<file path="config.mk">
export PLATFORM = sky130hd
export DESIGN_NAME = priority_schedule_queue_with_quantum
export DESIGN_NICKNAME = d
export VERILOG_FILES = /design/src/sv/psq_pkg.sv /design/src/sv/psq_slot_ram.sv /design/src/sv/psq_key_cmp.sv /design/src/sv/priority_schedule_queue_with_quantum.sv
export SDC_FILE = /design/constraint.sdc
export NUM_CORES = 1
export LEC_CHECK = 0
export ABC_AREA = 1
export BUFFER_PORTS_ARGS = -buffer_cell sky130_fd_sc_hd__buf_2
export CELL_PAD_IN_SITES_DETAIL_PLACEMENT = 0
export CELL_PAD_IN_SITES_GLOBAL_PLACEMENT = 1
export CORE_MARGIN = 2
export CORE_UTILIZATION = 35
export DETAILED_ROUTE_END_ITERATION = 8
export HOLD_SLACK_MARGIN = 0.1
export PLACE_DENSITY_LB_ADDON = 0.08
export SYNTH_ARGS = -nofsm -noshare
export SYNTH_HDL_FRONTEND = slang
export SYNTH_SLANG_ARGS = --single-unit
</file>
<file path="constraint.sdc">
create_clock -name clk_i -period 10.77 [get_ports clk_i]
set_input_delay 2.154 -clock clk_i [delete_from_list [all_inputs] [get_ports clk_i]]
set_output_delay 2.154 -clock clk_i [all_outputs]
set_load 0.1 [all_outputs]
</file>
<file path="src/sv/psq_pkg.sv">
// Package: table geometry, slot entry layout and result status codes.
package psq_pkg;

  localparam int SLOTS  = 32;
  localparam int ADDR_W = $clog2(SLOTS);
  localparam int CNT_W  = $clog2(SLOTS + 1);

  typedef struct packed {
    logic [7:0]  id;
    logic [15:0] time_val;
    logic [7:0]  prio;
    logic        ends;
    logic        rem;
  } slot_t;

  typedef enum logic [1:0] {
    ST_ENTRY  = 2'd0,
    ST_ACCEPT = 2'd1,
    ST_FULL   = 2'd2,
    ST_EMPTY  = 2'd3
  } status_e;

endpackage

</file>
<file path="src/sv/psq_slot_ram.sv">
// Slot table memory: one write port, one registered read port, write-first on collision.
module psq_slot_ram (
  input  logic                       clk_i,
  input  logic                       we_i,
  input  logic [psq_pkg::ADDR_W-1:0] waddr_i,
  input  psq_pkg::slot_t             wdata_i,
  input  logic                       re_i,
  input  logic [psq_pkg::ADDR_W-1:0] raddr_i,
  output psq_pkg::slot_t             rdata_o
);
  import psq_pkg::*;

  slot_t mem [SLOTS];
  slot_t rdata_q;

  always_ff @(posedge clk_i) begin
    if (we_i) begin
      mem[waddr_i] <= wdata_i;
    end
    if (re_i) begin
      rdata_q <= (we_i && (waddr_i == raddr_i)) ? wdata_i : mem[raddr_i];
    end
  end

  assign rdata_o = rdata_q;

endmodule

</file>
<file path="src/sv/psq_key_cmp.sv">
// Ordering key compare: priority first, then remainder class after head class.
module psq_key_cmp (
  input  logic [7:0] a_prio_i,
  input  logic       a_rem_i,
  input  logic [7:0] b_prio_i,
  input  logic       b_rem_i,
  output logic       gt_o
);
  import psq_pkg::*;

  assign gt_o = {a_prio_i, a_rem_i} > {b_prio_i, b_rem_i};

endmodule

</file>
<file path="src/sv/priority_schedule_queue_with_quantum.sv">
// Top level: sorted schedule table with quantum split, insert and drain sequencer.
//
//  channel  | handshake              | payload
//  ---------+------------------------+-----------------------------------------------
//  command  | start_i / busy_o       | mode_i, exec_time_i, prio_i
//  result   | done_o (strobe)        | status_o, proc_id_o, slice_time_o, slice_prio_o,
//           |                        | ends_process_o, last_o
//  config   | cfg_valid_i/cfg_ready_o| cfg_data_i (time quantum)
//
//  Insert: the command is accepted, then each piece is compared from the top entry down,
//  each larger entry is shifted up one slot, and the piece is written into the gap.
//  A rejected insert or a drain of an empty table is answered straight from idle. A drain
//  reads the table once per result. Reset clears count and id and sets the quantum to 4;
//  table contents are left as is. Results are strobed for one cycle and cannot be stalled.
module priority_schedule_queue_with_quantum (
  input  logic        clk_i,
  input  logic        rst_ni,
  input  logic        start_i,
  output logic        busy_o,
  input  logic        mode_i,
  input  logic [15:0] exec_time_i,
  input  logic [7:0]  prio_i,
  output logic        done_o,
  output logic [1:0]  status_o,
  output logic [7:0]  proc_id_o,
  output logic [15:0] slice_time_o,
  output logic [7:0]  slice_prio_o,
  output logic        ends_process_o,
  output logic        last_o,
  input  logic        cfg_valid_i,
  output logic        cfg_ready_o,
  input  logic [15:0] cfg_data_i
);
  import psq_pkg::*;

  typedef enum logic [3:0] {
    S_IDLE  = 4'b0001,
    S_CMP   = 4'b0010,
    S_PUT   = 4'b0100,
    S_DRAIN = 4'b1000
  } state_e;

  state_e           state_q, state_d;
  logic [CNT_W-1:0] count_q, count_d;
  logic [CNT_W-1:0] idx_q, idx_d;
  logic [7:0]       next_id_q, next_id_d;
  logic [15:0]      quantum_q;
  slot_t            piece_q, piece_d;
  logic             second_q, second_d;
  logic [15:0]      rtime_q, rtime_d;

  logic              we, re;
  logic [ADDR_W-1:0] waddr, raddr;
  slot_t             wdata, rdata;
  logic              gt, piece_done;
  logic [CNT_W-1:0]  idx_m1, idx_m2, idx_p1, count_m1, count_p1;
  logic [CNT_W:0]    need_sum;
  logic              split;

  logic        out_load;
  status_e     out_status;
  logic [7:0]  out_id;
  logic [15:0] out_time;
  logic [7:0]  out_prio;
  logic        out_ends, out_last;

  logic        done_q;
  status_e     status_q;
  logic [7:0]  proc_id_q;
  logic [15:0] slice_time_q;
  logic [7:0]  slice_prio_q;
  logic        ends_q, last_q;

  psq_slot_ram u_ram (
    .clk_i   (clk_i),
    .we_i    (we),
    .waddr_i (waddr),
    .wdata_i (wdata),
    .re_i    (re),
    .raddr_i (raddr),
    .rdata_o (rdata)
  );

  psq_key_cmp u_cmp (
    .a_prio_i (rdata.prio),
    .a_rem_i  (rdata.rem),
    .b_prio_i (piece_q.prio),
    .b_rem_i  (piece_q.rem),
    .gt_o     (gt)
  );

  assign idx_m1   = idx_q - CNT_W'(1);
  assign idx_m2   = idx_q - CNT_W'(2);
  assign idx_p1   = idx_q + CNT_W'(1);
  assign count_m1 = count_q - CNT_W'(1);
  assign count_p1 = count_q + CNT_W'(1);
  assign split    = exec_time_i > quantum_q;
  assign need_sum = {1'b0, count_q} + (split ? (CNT_W+1)'(2) : (CNT_W+1)'(1));

  always_comb begin
    state_d    = state_q;
    count_d    = count_q;
    idx_d      = idx_q;
    next_id_d  = next_id_q;
    piece_d    = piece_q;
    second_d   = second_q;
    rtime_d    = rtime_q;
    we         = 1'b0;
    waddr      = idx_q[ADDR_W-1:0];
    wdata      = piece_q;
    re         = 1'b0;
    raddr      = '0;
    piece_done = 1'b0;
    out_load   = 1'b0;
    out_status = ST_ENTRY;
    out_id     = '0;
    out_time   = '0;
    out_prio   = '0;
    out_ends   = 1'b0;
    out_last   = 1'b1;

    unique case (state_q)
      S_IDLE: begin
        if (start_i) begin
          if (mode_i) begin
            if (count_q == '0) begin
              out_load   = 1'b1;
              out_status = ST_EMPTY;
            end else begin
              re      = 1'b1;
              raddr   = '0;
              idx_d   = '0;
              state_d = S_DRAIN;
            end
          end else if (need_sum > (CNT_W+1)'(SLOTS)) begin
            out_load   = 1'b1;
            out_status = ST_FULL;
          end else begin
            piece_d.id       = next_id_q;
            piece_d.time_val = split ? quantum_q : exec_time_i;
            piece_d.prio     = prio_i;
            piece_d.ends     = ~split;
            piece_d.rem      = 1'b0;
            second_d         = split;
            rtime_d          = exec_time_i - quantum_q;
            idx_d            = count_q;
            if (count_q != '0) begin
              re      = 1'b1;
              raddr   = count_m1[ADDR_W-1:0];
              state_d = S_CMP;
            end else begin
              state_d = S_PUT;
            end
          end
        end
      end
      S_CMP: begin
        we = 1'b1;
        if (gt) begin
          wdata = rdata;
          idx_d = idx_m1;
          if (idx_m1 == '0) begin
            state_d = S_PUT;
          end else begin
            re    = 1'b1;
            raddr = idx_m2[ADDR_W-1:0];
          end
        end else begin
          piece_done = 1'b1;
        end
      end
      S_PUT: begin
        we         = 1'b1;
        piece_done = 1'b1;
      end
      S_DRAIN: begin
        out_load   = 1'b1;
        out_status = ST_ENTRY;
        out_id     = rdata.id;
        out_time   = rdata.time_val;
        out_prio   = rdata.prio;
        out_ends   = rdata.ends;
        out_last   = (idx_p1 == count_q);
        if (idx_p1 == count_q) begin
          count_d = '0;
          state_d = S_IDLE;
        end else begin
          re    = 1'b1;
          raddr = idx_p1[ADDR_W-1:0];
          idx_d = idx_p1;
        end
      end
      default: state_d = S_IDLE;
    endcase

    if (piece_done) begin
      count_d = count_p1;
      if (second_q) begin
        piece_d.time_val = rtime_q;
        piece_d.ends     = 1'b1;
        piece_d.rem      = 1'b1;
        second_d         = 1'b0;
        re               = 1'b1;
        raddr            = count_q[ADDR_W-1:0];
        idx_d            = count_p1;
        state_d          = S_CMP;
      end else begin
        out_load   = 1'b1;
        out_status = ST_ACCEPT;
        out_id     = next_id_q;
        next_id_d  = next_id_q + 8'd1;
        state_d    = S_IDLE;
      end
    end
  end

  always_ff @(posedge clk_i or negedge rst_ni) begin
    if (!rst_ni) begin
      state_q   <= S_IDLE;
      count_q   <= '0;
      next_id_q <= '0;
      quantum_q <= 16'd4;
      second_q  <= 1'b0;
      done_q    <= 1'b0;
    end else begin
      state_q   <= state_d;
      count_q   <= count_d;
      next_id_q <= next_id_d;
      second_q  <= second_d;
      done_q    <= out_load;
      if (cfg_valid_i && cfg_ready_o) begin
        quantum_q <= cfg_data_i;
      end
    end
  end

  always_ff @(posedge clk_i) begin
    idx_q   <= idx_d;
    piece_q <= piece_d;
    rtime_q <= rtime_d;
    if (out_load) begin
      status_q     <= out_status;
      proc_id_q    <= out_id;
      slice_time_q <= out_time;
      slice_prio_q <= out_prio;
      ends_q       <= out_ends;
      last_q       <= out_last;
    end
  end

  assign busy_o         = (state_q != S_IDLE);
  assign cfg_ready_o    = (state_q == S_IDLE);
  assign done_o         = done_q;
  assign status_o       = status_q;
  assign proc_id_o      = proc_id_q;
  assign slice_time_o   = slice_time_q;
  assign slice_prio_o   = slice_prio_q;
  assign ends_process_o = ends_q;
  assign last_o         = last_q;

endmodule

</file>
==> metrics.txt <==
slowest cell on the critical path sky130_fd_sc_hd__buf_4; gate family responsible for the most delay along the worst path simple AND/OR/NAND/NOR gates; Cells after DPL 7219; Die ar. 161300 um^2; met2 Usage GRT 40.43%; Horiz. Die Dim 401.7 um; Post CTS Setup Buffer Count 0; number of buffers and inverters on the critical path 6; Congestion Overflow GR 0; sort of element at the start of the critical path primary input; sort of element at the end of the critical path flop; outcome completed; total routed wirelength 197.5 mm; HPWL after DPL 98.96 mm; top cell type's share of synthesized area ~65%; share of post-route cells with drive strength above 1 under 10%; number of buffers added by the clock tree synthesis step around 150; total count of hold-check failures in the final report 0; average detailed-routed wire length per instance 26.39 um; Post-Synthesis Mean Instance Area 10.44 um^2; static leakage power 0.02474 uW; clock net sink count 1250; vias after detailed routing 39549; peak supply drop 0.1662 mV; number of nets in the layout 5395; pin count of the biggest net entering global routing between 200 and 250; global route hottest layer met2; All-Layer GR Usage 24.31%; total area of multi-input combinational cells 15330 um^2; setup repair after global routing missed its margin no; number of I/O pins 84; post-placement cell area a little under 60000 um^2; arrival time at the worst endpoint roughly 8.6 ns; path category of the worst min-delay check reg2reg; share of async-settable or async-resettable flops after synthesis 2.880%; root buffer cell sky130_fd_sc_hd__clkbuf_16; global-route met3 utilization 3.131%; Final Slew Violations 0; Worst Path Class, Setup in2reg; H-Tree Level Count 4; number of warnings reported in the yosys synthesis log 0; first-pass GRT wire length between 200 and 300 mm; leading area contributor after synthesis sky130_fd_sc_hd__edfxtp_1; critical-path maximum fanout 129; number of buffers inserted by port buffering 83; top cells by count, synth sky130_fd_sc_hd__nand2_1 (1521), sky130_fd_sc_hd__nand3_1 (1260), sky130_fd_sc_hd__edfxtp_1 (1190), sky130_fd_sc_hd__inv_1 (460), sky130_fd_sc_hd__buf_2 (146); actual transition at the worst max-transition pin 1.365 ns; footprint of the flip-flops and latches 37120 um^2; number of search-and-repair iterations in the first detailed-routing pass 5; DR iter-0 viols 3501; final number of setup-violating endpoints 0; maximum cell stage delay along the critical path 0.75 ns; antenna violation net count after detailed routing 0; Die Height between 400 and 500 um; Syn Nets 5387; minimum clock period 8.061 ns; core area 156600 um^2; Non-Filler Instances 7484; Setup TNS 0 ns; main area contributors after synthesis sky130_fd_sc_hd__edfxtp_1 (65%), sky130_fd_sc_hd__nand3_1 (11%), sky130_fd_sc_hd__nand2_1 (10%), sky130_fd_sc_hd__inv_1 (3.1%), sky130_fd_sc_hd__dfrtp_1 (1.5%); cell area after synthesis 55350 um^2; count of hold-fix buffers inserted at cts 0; worst-skew pair later-pin latency 0.77 ns; fmax 0.1241 GHz; number of instances in the synthesized netlist 5300; RD Place Congestion 0.8087; number of flops mapped to enable cells by yosys approximately 1200; via count of the first global-routing pass between 30000 and 40000; initial antenna violation count 3; CTS tree done; Filler Cells Inserted 15316; max-cap violation count 0; slew margin rel. 8.968%; effective utilization at floorplan 35.35%; number of synthesized register bits 1250; fin crit share 74.85%; buffer depth of the longest clock path 3; Design Area, Final 62730 um^2; sequential element share of the synthesized area 67.06%; Required @ worst endpoint 11.27 ns; P&R area growth vs syn 13.34%; Synth cell types 48; maximum clock skew at final layout 0.02690 ns; CP dominant cell by count sky130_fd_sc_hd__nand3_1; via density per instance 5.284; Clock transition at path regs about 0.06 ns; post-cts gate resize count 0; most repeated cell in the gate-level netlist after synthesis sky130_fd_sc_hd__nand2_1; number of rows created at floorplan between 100 and 150; power density relative to cell area approximately 260 nW/um^2; Synth Flop Type sky130_fd_sc_hd__edfxtp_1; number of DRC violations after detailed routing 0; M1 GR Usage 33.50%
[cell families after synthesis]
group | Yosys count | synth area share, %
DFF | 1250 | 67.06
AOI/OAI and AO/OA | 173 | 1.700
and+or+nand+nor | 2997 | 23.63
adders and majority gates | 42 | 0.9766
muxes | 1 | 0.02034
xor gates and xnor gates | 32 | 0.5064
buffers and inverters | 805 | 6.108
[registers in the layout (all words and copies together), names as in the netlist, 2 cells and up]
register,cells
u_ram.mem,1088
status_o,2
piece_q,34
proc_id_o,8
quantum_q,16
u_ram.rdata_o,34
state_q,4
slice_time_o,16
count_q,6
next_id_q,8
rtime_q,16
idx_q,6
slice_prio_o,8
[metrics by stage]
stage	util (%)	hold WS, ns	power, uW	setup WS (ns)
after floorplan	-	0.4449	9821	3.722
after global placement	37.17	0.4788	11760	1.955
after detailed placement	37.17	0.4733	11760	1.985
after CTS	40.07	0.4879	16570	2.805
after global routing	40.07	0.5170	17250	2.168
final	40.07	0.4837	16410	2.709
[path summary, 6_finish.rpt]
path	startpoint	endpoint	slack, ns	cells past startpoint
min	piece_q[22]	piece_q[22]	0.48	2
max reg2reg	quantum_q[0]	u_ram.rdata_o[20]	3.83	31
min in group asynchronous	rst_ni	quantum_q[4]	1.54	1
min reg2reg	piece_q[22]	piece_q[22]	0.48	2
max	exec_time_i[0]	u_ram.rdata_o[20]	2.71	33
max in group asynchronous	rst_ni	next_id_q[7]	8.57	1
[per-layer routing]
metal	share of wire (%)	up-vias
met5	0.0066	-
met4	2.4	2
met3	5.0	260
met2	48	1145
met1	45	20003
li1	-	18139
[final cells by class]
type,count,area share (%)
clock buffers,188,6.211
clock inverters,76,1.019
well taps,2058,4.105
multi-input cells,3245,24.44
flip-flops and latches,1250,59.17
diodes,1,0.003989
repair buffers,196,2.234
inverters,470,2.816
[report_power, final]
group | leakage, uW | internal (uW) | switching [uW]
Sequential | 0.0114 | 6170 | 208
Combinational | 0.0111 | 1240 | 4000
Clock | 0.00221 | 2750 | 2040
[worst min-delay path, stage by stage, from the launching register on]
cell and delay (ns):
sky130_fd_sc_hd__dfxtp_1 0.31, sky130_fd_sc_hd__nand2_1 0.06, sky130_fd_sc_hd__a31oi_1 0.07
[placed cells by master (no fill, tap or decap), types with 3 or more instances in the layout]
master and instances:
sky130_fd_sc_hd__nand3_1 1258, sky130_fd_sc_hd__buf_4 102, sky130_fd_sc_hd__buf_12 11, sky130_fd_sc_hd__buf_2 83
sky130_fd_sc_hd__clkbuf_16 150, sky130_fd_sc_hd__clkbuf_1 38, sky130_fd_sc_hd__clkinv_2 22, sky130_fd_sc_hd__xor2_1 23
sky130_fd_sc_hd__nand2_2 6, sky130_fd_sc_hd__dfxtp_1 24, sky130_fd_sc_hd__o21ai_0 39, sky130_fd_sc_hd__bufinv_16 8
sky130_fd_sc_hd__nand2_4 5, sky130_fd_sc_hd__o22ai_1 5, sky130_fd_sc_hd__inv_6 4, sky130_fd_sc_hd__nand3_2 5
sky130_fd_sc_hd__nor2_1 105, sky130_fd_sc_hd__inv_2 9, sky130_fd_sc_hd__o21ai_2 30, sky130_fd_sc_hd__xnor2_1 9
sky130_fd_sc_hd__inv_1 460, sky130_fd_sc_hd__clkinv_1 34, sky130_fd_sc_hd__ha_1 40, sky130_fd_sc_hd__edfxtp_1 1190
sky130_fd_sc_hd__o21ai_4 4, sky130_fd_sc_hd__a31oi_1 20, sky130_fd_sc_hd__a21oi_1 58, sky130_fd_sc_hd__nand4_1 43
sky130_fd_sc_hd__nand2_1 1516, sky130_fd_sc_hd__nor2_2 8, sky130_fd_sc_hd__o21ai_1 3, sky130_fd_sc_hd__nor3_1 4
sky130_fd_sc_hd__nor3_4 3, sky130_fd_sc_hd__nor2_4 36, sky130_fd_sc_hd__dfrtp_1 34
(Power assumes the default switching activity.)
